<file path="config.mk">
export PLATFORM = sky130hd
export DESIGN_NAME = camera_line_and_thumbnail_capture_top
export DESIGN_NICKNAME = d
export VERILOG_FILES = /design/src/rtl/cltc_pkg.sv /design/src/rtl/cltc_out_buf.sv /design/src/rtl/camera_line_and_thumbnail_capture_top.sv
export SDC_FILE = /design/constraint.sdc
export NUM_CORES = 1
export LEC_CHECK = 0
export ABC_AREA = 0
export BUFFER_PORTS_ARGS = -buffer_cell sky130_fd_sc_hd__buf_4
export CAP_MARGIN = 10
export CORE_MARGIN = 2
export CORE_UTILIZATION = 50
export CTS_CLUSTER_DIAMETER = 50
export DETAILED_ROUTE_END_ITERATION = 8
export PLACE_DENSITY = 0.76
export REMOVE_ABC_BUFFERS = 1
export SYNTH_ARGS = -nofsm -noshare
export SYNTH_HDL_FRONTEND = slang
export SYNTH_SLANG_ARGS = --single-unit
</file>
<file path="constraint.sdc">
create_clock -name clk_i -period 7.42 [get_ports clk_i]
set_input_delay 0.371 -clock clk_i [delete_from_list [all_inputs] [get_ports clk_i]]
set_output_delay 0.371 -clock clk_i [all_outputs]
set_load 0.1 [all_outputs]
</file>
<file path="src/rtl/cltc_pkg.sv">
package cltc_pkg;

  // capture sequencer phases
  typedef enum logic [2:0] {
    PH_IDLE,
    PH_VS_HIGH,
    PH_VS_LOW,
    PH_HREF_WAIT,
    PH_SKIP,
    PH_CAPTURE
  } phase_e;

  // operation codes of an input item
  localparam logic OP_SAMPLE = 1'b0;
  localparam logic OP_START  = 1'b1;

  // result kinds
  localparam logic KIND_PIXEL = 1'b0;
  localparam logic KIND_DONE  = 1'b1;

  // finishing status codes
  localparam logic [1:0] STATUS_OK      = 2'd0;
  localparam logic [1:0] STATUS_TIMEOUT = 2'd1;
  localparam logic [1:0] STATUS_RANGE   = 2'd2;

  // register indexes
  localparam logic [1:0] REG_CAPTURE_MODE  = 2'd0;
  localparam logic [1:0] REG_TARGET_LINE   = 2'd1;
  localparam logic [1:0] REG_FRAME_TIMEOUT = 2'd2;
  localparam logic [1:0] REG_LINE_TIMEOUT  = 2'd3;

  localparam int CFG_INDEX_W = 2;
  localparam int CFG_DATA_W  = 10;
  localparam int TARGET_W    = 7;
  localparam int TMO_W       = 10;
  localparam int INDEX_W     = 12;
  localparam int ROW_W       = 16;

  localparam logic [TMO_W-1:0] TMO_MAX              = '1;
  localparam logic [ROW_W-1:0] ROW_MAX              = '1;
  localparam logic [TMO_W-1:0] FRAME_TIMEOUT_RESET  = 10'd500;
  localparam logic [TMO_W-1:0] LINE_TIMEOUT_RESET   = 10'd100;

  localparam int IMAGE_WIDTH_DEF     = 160;
  localparam int IMAGE_HEIGHT_DEF    = 120;
  localparam int LINE_BYTES_DEF      = 320;
  localparam int BYTES_PER_PIXEL_DEF = 2;
  localparam int DECIMATION_DEF      = 4;

  typedef struct packed {
    logic               result_kind;
    logic [7:0]         pixel_byte;
    logic [INDEX_W-1:0] byte_index;
    logic [1:0]         status;
    logic               last;
  } result_t;

endpackage

</file>
<file path="src/rtl/cltc_out_buf.sv">
module cltc_out_buf import cltc_pkg::*; (
  input  logic    clk_i,
  input  logic    rst_ni,
  input  logic    push_i,
  input  result_t push_data_i,
  output logic    ready_o,
  output logic    valid_o,
  input  logic    pop_i,
  output result_t data_o
);

  result_t    slot_q [2];
  logic       wr_ptr_q, wr_ptr_d;
  logic       rd_ptr_q, rd_ptr_d;
  logic [1:0] count_q, count_d;
  logic       do_pop;

  assign ready_o = (count_q != 2'd2);
  assign valid_o = (count_q != 2'd0);
  assign data_o  = slot_q[rd_ptr_q];
  assign do_pop  = valid_o && pop_i;

  always_comb begin
    wr_ptr_d = wr_ptr_q;
    rd_ptr_d = rd_ptr_q;
    count_d  = count_q;
    if (push_i) begin
      wr_ptr_d = ~wr_ptr_q;
    end
    if (do_pop) begin
      rd_ptr_d = ~rd_ptr_q;
    end
    case ({push_i, do_pop})
      2'b10:   count_d = count_q + 2'd1;
      2'b01:   count_d = count_q - 2'd1;
      default: count_d = count_q;
    endcase
  end

  always_ff @(posedge clk_i or negedge rst_ni) begin
    if (!rst_ni) begin
      wr_ptr_q <= 1'b0;
      rd_ptr_q <= 1'b0;
      count_q  <= 2'd0;
    end else begin
      wr_ptr_q <= wr_ptr_d;
      rd_ptr_q <= rd_ptr_d;
      count_q  <= count_d;
    end
  end

  always_ff @(posedge clk_i) begin
    if (push_i) begin
      slot_q[wr_ptr_q] <= push_data_i;
    end
  end

endmodule

</file>
<file path="src/rtl/camera_line_and_thumbnail_capture_top.sv">
// Camera line / thumbnail capture. Each input item is either a start request or one oversample
// of the camera pins (vsync, href, pclk, data byte, millisecond tick); the whole sequencer step is
// done in the cycle the item is taken, so one item per clock is sustained while the queue has room. A
// result (pixel byte or the finishing result with its status) leaves through a two-entry output
// queue; input stalls only while both entries still wait to be taken. Register writes are taken
// at any time and act at once.
module camera_line_and_thumbnail_capture_top import cltc_pkg::*; #(
  parameter int IMAGE_WIDTH     = IMAGE_WIDTH_DEF,
  parameter int IMAGE_HEIGHT    = IMAGE_HEIGHT_DEF,
  parameter int LINE_BYTES      = LINE_BYTES_DEF,
  parameter int BYTES_PER_PIXEL = BYTES_PER_PIXEL_DEF,
  parameter int DECIMATION      = DECIMATION_DEF
) (
  input  logic                   clk_i,
  input  logic                   rst_ni,
  input  logic                   cfg_valid_i,
  output logic                   cfg_ready_o,
  input  logic [CFG_INDEX_W-1:0] cfg_index_i,
  input  logic [CFG_DATA_W-1:0]  cfg_data_i,
  input  logic                   in_valid_i,
  output logic                   in_ready_o,
  input  logic                   operation_i,
  input  logic                   vsync_level_i,
  input  logic                   href_level_i,
  input  logic                   pclk_level_i,
  input  logic [7:0]             data_byte_i,
  input  logic                   ms_tick_i,
  output logic                   out_valid_o,
  input  logic                   out_ready_i,
  output logic                   result_kind_o,
  output logic [7:0]             pixel_byte_o,
  output logic [INDEX_W-1:0]     byte_index_o,
  output logic [1:0]             status_o,
  output logic                   last_o
);

  localparam int LBC_W          = $clog2(LINE_BYTES + 1);
  localparam int SUB_W          = (BYTES_PER_PIXEL > 1) ? $clog2(BYTES_PER_PIXEL) : 1;
  localparam int DMOD_W         = (DECIMATION > 1) ? $clog2(DECIMATION) : 1;
  localparam int LAST_THUMB_ROW = ((IMAGE_HEIGHT - 1) / DECIMATION) * DECIMATION;
  localparam int PIX_BYTES      = IMAGE_WIDTH * BYTES_PER_PIXEL;
  localparam logic [SUB_W-1:0]  SUB_LAST  = SUB_W'(BYTES_PER_PIXEL - 1);
  localparam logic [DMOD_W-1:0] DMOD_LAST = DMOD_W'(DECIMATION - 1);

  // configuration
  logic                capture_mode_q;
  logic [TARGET_W-1:0] target_line_q;
  logic [TMO_W-1:0]    frame_timeout_q;
  logic [TMO_W-1:0]    line_timeout_q;

  // sequencer state
  phase_e              phase_q, phase_d;
  logic                pclk_prev_q, pclk_prev_d;
  logic [ROW_W-1:0]    row_q, row_d;
  logic [DMOD_W-1:0]   rmod_q, rmod_d;
  logic [LBC_W-1:0]    lbc_q, lbc_d;
  logic [SUB_W-1:0]    sub_q, sub_d;
  logic [DMOD_W-1:0]   pmod_q, pmod_d;
  logic [INDEX_W-1:0]  obc_q, obc_d;
  logic [TMO_W-1:0]    tmo_q, tmo_d;

  logic                in_fire;
  logic                buf_ready;
  logic                rise;
  logic                bad_line;
  logic [TMO_W-1:0]    tmo_inc;
  logic [TMO_W-1:0]    limit;
  logic                tmo_over;
  logic                want_row;
  logic [ROW_W-1:0]    row_next;
  logic [DMOD_W-1:0]   rmod_next;
  logic                cap_go;
  logic [LBC_W-1:0]    lbc_cur;
  logic [SUB_W-1:0]    sub_cur;
  logic [DMOD_W-1:0]   pmod_cur;
  logic                do_fin;
  logic                do_emit;
  logic [1:0]          fin_status;
  logic                res_valid;
  result_t             res;
  result_t             out_res;

  assign cfg_ready_o = 1'b1;
  assign in_ready_o  = buf_ready;
  assign in_fire     = in_valid_i && buf_ready;

  always_ff @(posedge clk_i or negedge rst_ni) begin
    if (!rst_ni) begin
      capture_mode_q  <= 1'b0;
      target_line_q   <= '0;
      frame_timeout_q <= FRAME_TIMEOUT_RESET;
      line_timeout_q  <= LINE_TIMEOUT_RESET;
    end else if (cfg_valid_i) begin
      case (cfg_index_i)
        REG_CAPTURE_MODE:  capture_mode_q  <= cfg_data_i[0];
        REG_TARGET_LINE:   target_line_q   <= cfg_data_i[TARGET_W-1:0];
        REG_FRAME_TIMEOUT: frame_timeout_q <= cfg_data_i[TMO_W-1:0];
        REG_LINE_TIMEOUT:  line_timeout_q  <= cfg_data_i[TMO_W-1:0];
        default: ;
      endcase
    end
  end

  assign rise     = pclk_level_i && !pclk_prev_q;
  assign bad_line = !capture_mode_q && (target_line_q >= IMAGE_HEIGHT);
  assign tmo_inc  = (ms_tick_i && (tmo_q != TMO_MAX)) ? tmo_q + TMO_W'(1) : tmo_q;
  assign limit    = (phase_q == PH_HREF_WAIT) ? line_timeout_q : frame_timeout_q;
  assign tmo_over = tmo_inc > limit;
  assign want_row = capture_mode_q ? (rmod_q == '0)
                                   : (row_q == ROW_W'(target_line_q));
  // row counter saturates, the row phase stops with it
  assign row_next  = (row_q != ROW_MAX) ? row_q + ROW_W'(1) : row_q;
  assign rmod_next = (row_q == ROW_MAX) ? rmod_q
                   : ((rmod_q == DMOD_LAST) ? '0 : rmod_q + DMOD_W'(1));

  // next state
  always_comb begin
    phase_d     = phase_q;
    pclk_prev_d = pclk_prev_q;
    row_d       = row_q;
    rmod_d      = rmod_q;
    lbc_d       = lbc_q;
    sub_d       = sub_q;
    pmod_d      = pmod_q;
    obc_d       = obc_q;
    tmo_d       = tmo_q;
    cap_go      = 1'b0;
    lbc_cur     = lbc_q;
    sub_cur     = sub_q;
    pmod_cur    = pmod_q;
    do_fin      = 1'b0;
    do_emit     = 1'b0;
    fin_status  = STATUS_OK;
    if (in_fire) begin
      if (operation_i == OP_START) begin
        row_d  = '0;
        rmod_d = '0;
        lbc_d  = '0;
        sub_d  = '0;
        pmod_d = '0;
        obc_d  = '0;
        tmo_d  = '0;
        if (bad_line) begin
          do_fin     = 1'b1;
          fin_status = STATUS_RANGE;
          phase_d    = PH_IDLE;
        end else begin
          phase_d = PH_VS_HIGH;
        end
      end else begin
        pclk_prev_d = pclk_level_i;
        tmo_d       = tmo_inc;
        case (phase_q)
          PH_VS_HIGH: begin
            if (vsync_level_i) begin
              phase_d = PH_VS_LOW;
            end else if (tmo_over) begin
              do_fin     = 1'b1;
              fin_status = STATUS_TIMEOUT;
            end
          end
          PH_VS_LOW: begin
            if (!vsync_level_i) begin
              row_d   = '0;
              rmod_d  = '0;
              tmo_d   = '0;
              phase_d = PH_HREF_WAIT;
            end else if (tmo_over) begin
              do_fin     = 1'b1;
              fin_status = STATUS_TIMEOUT;
            end
          end
          PH_HREF_WAIT: begin
            if (!href_level_i) begin
              if (tmo_over) begin
                do_fin     = 1'b1;
                fin_status = STATUS_TIMEOUT;
              end
            end else if (want_row) begin
              cap_go   = 1'b1;
              lbc_cur  = '0;
              sub_cur  = '0;
              pmod_cur = '0;
              phase_d  = PH_CAPTURE;
            end else begin
              phase_d = PH_SKIP;
            end
          end
          PH_SKIP: begin
            if (!href_level_i) begin
              row_d   = row_next;
              rmod_d  = rmod_next;
              tmo_d   = '0;
              phase_d = PH_HREF_WAIT;
            end
          end
          PH_CAPTURE: cap_go = 1'b1;
          default: ;
        endcase
        if (cap_go) begin
          lbc_d  = lbc_cur;
          sub_d  = sub_cur;
          pmod_d = pmod_cur;
          if (!href_level_i || (lbc_cur >= LINE_BYTES)) begin
            // end of the row
            if (!capture_mode_q || (row_q >= LAST_THUMB_ROW)) begin
              do_fin = 1'b1;
            end else if (!href_level_i) begin
              row_d   = row_next;
              rmod_d  = rmod_next;
              tmo_d   = '0;
              phase_d = PH_HREF_WAIT;
            end else begin
              phase_d = PH_SKIP;
            end
          end else if (rise) begin
            lbc_d = lbc_cur + LBC_W'(1);
            if (sub_cur == SUB_LAST) begin
              sub_d  = '0;
              pmod_d = (pmod_cur == DMOD_LAST) ? '0 : pmod_cur + DMOD_W'(1);
            end else begin
              sub_d = sub_cur + SUB_W'(1);
            end
            if (!capture_mode_q || ((pmod_cur == '0) && (lbc_cur < PIX_BYTES))) begin
              do_emit = 1'b1;
              obc_d   = obc_q + INDEX_W'(1);
            end
          end
        end
        if (do_fin) begin
          phase_d = PH_IDLE;
        end
      end
    end
  end

  // result
  always_comb begin
    res_valid       = do_fin || do_emit;
    res.result_kind = do_fin ? KIND_DONE : KIND_PIXEL;
    res.pixel_byte  = do_emit ? data_byte_i : 8'd0;
    res.byte_index  = (operation_i == OP_START) ? '0 : obc_q;
    res.status      = do_fin ? fin_status : STATUS_OK;
    res.last        = do_fin;
  end

  always_ff @(posedge clk_i or negedge rst_ni) begin
    if (!rst_ni) begin
      phase_q     <= PH_IDLE;
      pclk_prev_q <= 1'b0;
      row_q       <= '0;
      rmod_q      <= '0;
      lbc_q       <= '0;
      sub_q       <= '0;
      pmod_q      <= '0;
      obc_q       <= '0;
      tmo_q       <= '0;
    end else begin
      phase_q     <= phase_d;
      pclk_prev_q <= pclk_prev_d;
      row_q       <= row_d;
      rmod_q      <= rmod_d;
      lbc_q       <= lbc_d;
      sub_q       <= sub_d;
      pmod_q      <= pmod_d;
      obc_q       <= obc_d;
      tmo_q       <= tmo_d;
    end
  end

  cltc_out_buf u_out_buf (
    .clk_i       (clk_i),
    .rst_ni      (rst_ni),
    .push_i      (res_valid),
    .push_data_i (res),
    .ready_o     (buf_ready),
    .valid_o     (out_valid_o),
    .pop_i       (out_ready_i),
    .data_o      (out_res)
  );

  assign result_kind_o = out_res.result_kind;
  assign pixel_byte_o  = out_res.pixel_byte;
  assign byte_index_o  = out_res.byte_index;
  assign status_o      = out_res.status;
  assign last_o        = out_res.last;

`ifndef SYNTHESIS
  a_fin_goes_idle: assert property (@(posedge clk_i) disable iff (!rst_ni)
    res_valid && res.last |=> phase_q == PH_IDLE)
    else $error("finishing result left the sequencer busy");

  a_byte_from_capture: assert property (@(posedge clk_i) disable iff (!rst_ni)
    res_valid && !res.last |-> (phase_q == PH_CAPTURE || phase_q == PH_HREF_WAIT))
    else $error("pixel byte emitted outside a captured row");

  a_index_advances: assert property (@(posedge clk_i) disable iff (!rst_ni)
    res_valid && !res.last |=> obc_q == $past(obc_q) + INDEX_W'(1))
    else $error("output byte count did not advance on a pixel transfer");

  a_line_bound: assert property (@(posedge clk_i) disable iff (!rst_ni)
    phase_q == PH_CAPTURE |-> lbc_q <= LBC_W'(LINE_BYTES))
    else $error("line byte count passed the line size");
`endif

endmodule

</file>
**Word level (Yosys, flattened, before mapping)**

Memories as Yosys holds them, arrays and structs flattened.
Cells that the tools add are included.

- $add $sub $neg: 9
- Multiply operators: 0
- Divide/modulo/power cells: 0
- Magnitude comparators: 5
- Equality and inequality tests: 18
- Shift-type cells: 0
- Muxes and demuxes: 117
- Bitwise logic cells: 3
- Reductions and logical operators: 28

Operator list:

| cell | number |
|---|---|
| $mux W16 | 8 |
| $mux W10 | 9 |
| $mux W9 | 9 |
| $mux W12 | 6 |
| $mux W2 | 24 |
| $mux W1 | 42 |
| $pmux W16 S2 | 1 |
| $mux W3 | 10 |
| $pmux W10 S2 | 1 |
| $add A16 B1 Y16 const B | 1 |
| $eq A16 B16 Y1 const B | 1 |
| $eq A16 B7 Y1 | 1 |
| $ge A16 B7 Y1 const B | 1 |
| $ne A16 B16 Y1 const B | 1 |
| $add A12 B1 Y12 const B | 1 |
| $pmux W3 S4 | 1 |
| $reduce_and A2 Y1 | 6 |
| $add A10 B1 Y10 const B | 1 |
| $eq A2 B2 Y1 const B | 5 |
| $gt A10 B10 Y1 | 1 |
| $ne A10 B10 Y1 const B | 1 |
| $reduce_bool A2 Y1 | 5 |
| $add A9 B1 Y9 const B | 1 |
| $ge A9 B9 Y1 const B | 1 |
| 20 further kinds | 42 |

- Flip-flop bits (word level): 88
- Bits in latches: 0
- RAM bits: 48
- Memory bits (read-only): 0
- Input bits: 30
- Output and inout port bits: 27
- Memories: 1

Memory list:

| memory | words | width | rd ports | clocked after memory_dff | write ports | line | text |
|---|---|---|---|---|---|---|---|
| u_out_buf.slot_q | 2 | 24 | 1 | 0 | 1 | cltc_out_buf.sv:12 | `result_t slot_q [2];` |

**Depth between registers and ports, before layout**

- Depth in word-level cells: 19
- Depth in mapped cells: 17
- Mapped depth without buffers: 17

**Cells and area by module**

From an unflattened synthesis, not the netlist that was laid out.

- Cells, all modules: 730
- Area, all modules: 7,718.7 sq um

Modules (own cells, without submodules):

| module | times used | cells an instance | area an instance (sq um) | sequential area each (sq um) |
|---|---|---|---|---|
| camera_line_and_thumbnail_capture_top | 1 | 638 | 5,771.8 | 2,113.3 |
| cltc_out_buf | 1 | 92 | 1,946.9 | 1,541.5 |

**Worst setup path before layout**

No wires, ideal clock.

- Path kind: register to register
- Start point: register tmo_q[0]
- End point: memory u_out_buf.slot_q[0][0] (netlist bit) (enable)
- Library setup time: 0.417 ns
- Arrival time: 4.307 ns
- Required time: 7.003 ns
- Slack: 2.696 ns
- Stages on the path, launching flop included: 14
- Buffers on the path: 0
- Cell sequence: dfrtp_1 ha_1 nand2_1 o31ai_2 nor4_1 and3_1 xor2_1 ha_1 nand4_1 nor3_1 or4_1 a221oi_2 o21ai_1 a31oi_1

- Cells in the longest elaborated chain, start to end: 17

Ends and longest elaborated chain:

| what | line | text |
|---|---|---|
| start, declared | camera_line_and_thumbnail_capture_top.sv:60 | `logic [TMO_W-1:0] tmo_q, tmo_d;` |
| start signal, assigned | camera_line_and_thumbnail_capture_top.sv:267 | `tmo_q <= tmo_d;` |
| parallel branches: the longest is 2 deep, another holds $add A10 B1 Y10 | n/a |  |
| $mux W10 (*) | camera_line_and_thumbnail_capture_top.sv:106 | `assign tmo_inc = (ms_tick_i && (tmo_q != TMO_MAX)) ? tmo_q + TMO_W'(1) : tmo_q;` |
| $gt A10 B10 Y1 (*) | camera_line_and_thumbnail_capture_top.sv:108 | `assign tmo_over = tmo_inc > limit;` |
| $mux W1 (*) | camera_line_and_thumbnail_capture_top.sv:157, camera_line_and_thumbnail_capture_top.sv:168, camera_line_and_thumbnail_capture_top.sv:175 |  |
| $mux W1 (on tied branches) | camera_line_and_thumbnail_capture_top.sv:174, camera_line_and_thumbnail_capture_top.sv:155, camera_line_and_thumbnail_capture_top.sv:163 |  |
| $pmux W1 S3 (*) | camera_line_and_thumbnail_capture_top.sv:153 | `case (phase_q)` |
| $mux W1 | camera_line_and_thumbnail_capture_top.sv:206 | `if (!capture_mode_q \|\| (row_q >= LAST_THUMB_ROW)) begin` |
| $mux W1 | camera_line_and_thumbnail_capture_top.sv:204 | `if (!href_level_i \|\| (lbc_cur >= LINE_BYTES)) begin` |
| $mux W1 (*) | camera_line_and_thumbnail_capture_top.sv:200 | `if (cap_go) begin` |
| $mux W1 (*) | camera_line_and_thumbnail_capture_top.sv:135 | `if (operation_i == OP_START) begin` |
| $mux W1 (*) | camera_line_and_thumbnail_capture_top.sv:134 | `if (in_fire) begin` |
| $mux W1 (*) | camera_line_and_thumbnail_capture_top.sv:135 |  |
| $mux W1 (*) | camera_line_and_thumbnail_capture_top.sv:134 |  |
| $logic_or A1 B1 Y1 (*) | camera_line_and_thumbnail_capture_top.sv:239 | `res_valid = do_fin \|\| do_emit;` |
| $mux W1 (*) | cltc_out_buf.sv:53 | `if (push_i) begin` |
| $mux W1 (not written as such) (*) | cltc_out_buf.sv:54 | `slot_q[wr_ptr_q] <= push_data_i;` |
| end, declared | cltc_out_buf.sv:12 |  |

Mark *: on every way between the ends. The select of a mux whose other input is x is not followed.

**Worst setup path in the final report**

- Start point: register tmo_q[0]
- End point: register u_out_buf.count_q[1]

- Cells in the longest elaborated chain, start to end: 17

Ends and longest elaborated chain:

| what | line | text |
|---|---|---|
| parallel branches: the longest is 2 deep, another holds $add A10 B1 Y10 | n/a |  |
| $mux W10 (*) | camera_line_and_thumbnail_capture_top.sv:106 |  |
| $gt A10 B10 Y1 (*) | camera_line_and_thumbnail_capture_top.sv:108 |  |
| $mux W1 (*) | camera_line_and_thumbnail_capture_top.sv:157, camera_line_and_thumbnail_capture_top.sv:168, camera_line_and_thumbnail_capture_top.sv:175 |  |
| $mux W1 (on tied branches) | camera_line_and_thumbnail_capture_top.sv:174, camera_line_and_thumbnail_capture_top.sv:155, camera_line_and_thumbnail_capture_top.sv:163 |  |
| $pmux W1 S3 (*) | camera_line_and_thumbnail_capture_top.sv:153 |  |
| $mux W1 | camera_line_and_thumbnail_capture_top.sv:206 |  |
| $mux W1 | camera_line_and_thumbnail_capture_top.sv:204 |  |
| $mux W1 (*) | camera_line_and_thumbnail_capture_top.sv:200 |  |
| $mux W1 (*) | camera_line_and_thumbnail_capture_top.sv:135 |  |
| $mux W1 (*) | camera_line_and_thumbnail_capture_top.sv:134 |  |
| $mux W1 (*) | camera_line_and_thumbnail_capture_top.sv:135 |  |
| $mux W1 (*) | camera_line_and_thumbnail_capture_top.sv:134 |  |
| $logic_or A1 B1 Y1 (*) | camera_line_and_thumbnail_capture_top.sv:239 |  |
| $eq A2 B1 Y1 / $eq A2 B2 Y1 (equally long branches) | cltc_out_buf.sv:33 | `case ({push_i, do_pop})` |
| $pmux W2 S2 / $reduce_bool A2 Y1 (equally long branches) | n/a |  |
| end signal, assigned | cltc_out_buf.sv:48 | `count_q <= count_d;` |
| end, declared | cltc_out_buf.sv:15 | `logic [1:0] count_q, count_d;` |

Marked as above.
A chain may end at the register's enable or synchronous reset.

==> out/results.tsv <==
stage	metric	value	unit
outcome	outcome	finished clean	
yosys	syn_inst	729	
routing	drt-total-wl	18600	µm
routing	firstDrtPassIters	7	
yosys	yosysWarnings	0	
worst_setup_path	critical_path.max_fanout	7	
clock_tree	post_cts_resize_count	0	
clock_tree	cts_buffer_depth	2	
timing	skew	0.0130	ns
hold_path	hp-start	pclk_level_i	
yosys	syn-cell-area	7690	µm²
clock_tree	cts_root_buf	clkbuf_16	
power	p_leak	0.00353	µW
timing	worst_pin_slew	0.984	ns
grt	gr-total-overflow	0	
final_layout	final_nets	822	
clock_tree	cts_sinks	134	
clock_tree	clk_latency	0.43	ns
placed_design	hpwlAfterDp	12800	µm
final_layout	num-fill-cells	1237	
floorplanning	coreArea	15100	µm²
floorplanning	rows	45	
hold_path	hold_class	in -> reg	
placed_design	pre_cts_ws	3.05	ns
power	vdd_ir_drop_max	0.347	mV
timing	fmax	0.223	GHz
timing	slew_headroom	0.344	
clock_tree	h-tree-depth	4	
yosys	synth_top_area_share	0.257	
grt	grtUsageTotal	0.235	
floorplanning	io_pins	57	
clock_tree	cts_tree	built	
floorplanning	die_w	128	µm
yosys	synth_top_area_cell	dfrtp_1	
grt	grt_pass1_wl	30300	µm
worst_setup_path	start_kind	flop	
floorplanning	dieArea	16400	µm²
yosys	synth_cell_types	84	
worst_setup_path	slowest_delay	0.54	ns
routing	vias_per_cell	6.36	
placed_design	gp_congestion	0.939	
clock_tree	cts.reportedPaths.clkPinSlew	0.06	ns
clock_tree	numCtsBuffers	17	
worst_setup_path	crit_required	7.77	ns
power	p_total	2730	µW
yosys	synth_area_leaders	dfrtp_1, edfxtp_1, mux2_2	
worst_setup_path	path_buf_inv	0	
final_layout	antenna_cells	0	
grt	antenna_found_initial	0	
routing	ant_nets	0	
routing	drc	0	
flow_run	drv_cap	0	
timing	fin_crit_sh	0.604	
yosys	postSynthAreaPerCell	10.6	µm²
final_layout	regArea	3590	µm²
floorplanning	die_h	128	µm
timing	period_needed	4.48	ns
worst_setup_path	cpMostUsedCell	ha_1	
grt	grt_max_degree	89	
timing	finalHoldViolCount	0	
timing	tns	0	ns
yosys	synth_flop_cell	dfrtp_1	
yosys	synth_seq_area_share	0.467	
worst_setup_path	arrival	4.83	ns
yosys	yosys-top-cells-count	dfrtp_1, nand2_1, mux2_2, edfxtp_1, a21oi_1	
timing	rsz0062_at_grt	false	
worst_setup_path	path_cells	ha_1, nand2_1, o31ai_2, nor4_1, and3_1, xor2_1, ha_1, nand4_1, nor3_1, or4_1, a221oi_2, o21ai_1, and3_1, ha_1, nor2_1, xor2_1	
floorplanning	initial_core_util	0.508	
final_layout	drive_gt1_frac	0.228	
routing	via_count	6185	
final_layout	area_delta_synth_final	14.3	%
yosys	async_flop_share	0.657	
power	power_density	310	nW/µm²
worst_setup_path	cp_slowest_cell	nor4_1	
worst_setup_path	rr_startpoint	tmo_q[0]	
yosys	synth.most_common_cell	dfrtp_1	
grt	grt_pass1_vias	6031	
timing	drv_slew	0	
yosys	yosys_register_bits	134	
routing	routedWlPerCell	19.1	µm
worst_setup_path	end_kind	flop	
worst_setup_path	crit_start	tmo_q[0]	
routing	drt_iter0_drc	547	
worst_setup_path	crit_family	simple AND/OR/NAND/NOR gates	
timing	setup-violations-final	0	
timing	final.setup.worst_slack	2.94	ns
final_layout	multi_input_area	3850	µm²
placed_design	io_buffers	55	
yosys	synth_enable_flop_cells	46	
worst_setup_path	critPathKind	reg -> reg	
-- through the flow --
stage	instances	util	cell area [µm²]	hold slack, ns
finish	973	0.581	8790	0.157
global placement	938	0.541	8200	0.474
detailed placement	938	0.541	8200	0.479
floorplan	691	-	7510	0.0754
global route	973	0.581	8790	0.151
CTS	970	0.578	8750	0.143
-- worst reg2reg max path, cell delays in order (launching register included) --
cell and delay (ns):
dfrtp_1 0.42, ha_1 0.23, nand2_1 0.15, o31ai_2 0.15
nor4_1 0.54, and3_1 0.29, xor2_1 0.18, ha_1 0.28
nand4_1 0.09, nor3_1 0.06, or4_1 0.42, a221oi_2 0.51
o21ai_1 0.25, and3_1 0.24, ha_1 0.30, nor2_1 0.14
xor2_1 0.14
-- cells by family (layout without fill, tap and decap cells) --
kind of cell / Yosys count / count (layout) / synth area share
AOI/OAI and AO/OA: 202 / 202 / 0.183
DFF: 134 / 134 / 0.467
adders and majority gates: 20 / 20 / 0.0325
and+or+nand+nor: 228 / 228 / 0.165
muxes: 66 / 66 / 0.0945
buffers and inverters: 58 / 114 / 0.0342
xor gates and xnor gates: 20 / 20 / 0.0237
other: 1 / 1 / 0.000487
-- per-layer routing --
metal / vias up / wire length [µm] / global-route usage
li1: 2859 / - / -
met4: 0 / 544 / 0.110
met5: - / 0 / 0
met3: 46 / 1060 / 0.0505
met1: 3058 / 7700 / 0.289
met2: 222 / 9320 / 0.395
-- worst paths after layout --
path | end | cells after the start | slack (ns)
setup / recovery | u_out_buf.count_q[1] | 16 | 2.94
hold / removal | pclk_prev_q | 3 | 0.16
setup reg to reg | u_out_buf.count_q[1] | 16 | 2.94
hold reg to reg | u_out_buf.count_q[1] | 1 | 0.48
max in group asynchronous | frame_timeout_q[5] | 3 | 6.28
min in group asynchronous | frame_timeout_q[9] | 2 | 0.49
-- cell type report --
class,instances,area share
clock buffer,21,0.0501
clock inverter,11,0.0128
inverter,20,0.00854
multi-input combinational,537,0.438
sequential,134,0.409
tap,188,0.0267
timing repair buffer,62,0.0555
-- registers in the layout (all words and copies together) (netlist names) --
name / flops
sub_q: 1
line_timeout_q: 10
u_out_buf.wr_ptr_q: 1
u_out_buf.rd_ptr_q: 1
pmod_q: 2
capture_mode_q: 1
target_line_q: 7
u_out_buf.count_q: 2
rmod_q: 2
u_out_buf.slot_q: 46
pclk_prev_q: 1
lbc_q: 9
phase_q: 3
obc_q: 12
frame_timeout_q: 10
tmo_q: 10
row_q: 16
-- report_power, final --
group | switching [µW] | total [µW] | internal, µW
sequential | 108 | 961 | 853
combinational | 673 | 973 | 300
clock | 303 | 792 | 489
total | 1080 | 2730 | 1640
-- cell usage in the layout, fill, tap and decap left out, drive strengths merged, types with 10 or more instances in the layout --
master / n
dfrtp: 79
buf: 60
nand2: 55
mux2: 53
o21ai: 47
edfxtp: 46
a21oi: 41
nor2: 27
a31oi: 27
nand4: 22
clkbuf: 22
nand3: 21
inv: 20
ha: 20
and3: 19
nor2b: 14
o31ai: 14
mux2i: 13
and2: 13
xor2: 13
nand2b: 11
a22o: 10
-- timing repair --
| action | CTS | global route |
|---|---|---|
| hold buffers | 0 | 1 |
| hold endpoints to repair | 0 | 6 |
| buffers inserted | 0 | 0 |
| setup endpoints to repair | 0 | 0 |
Power figures use the tool's default switching activity.
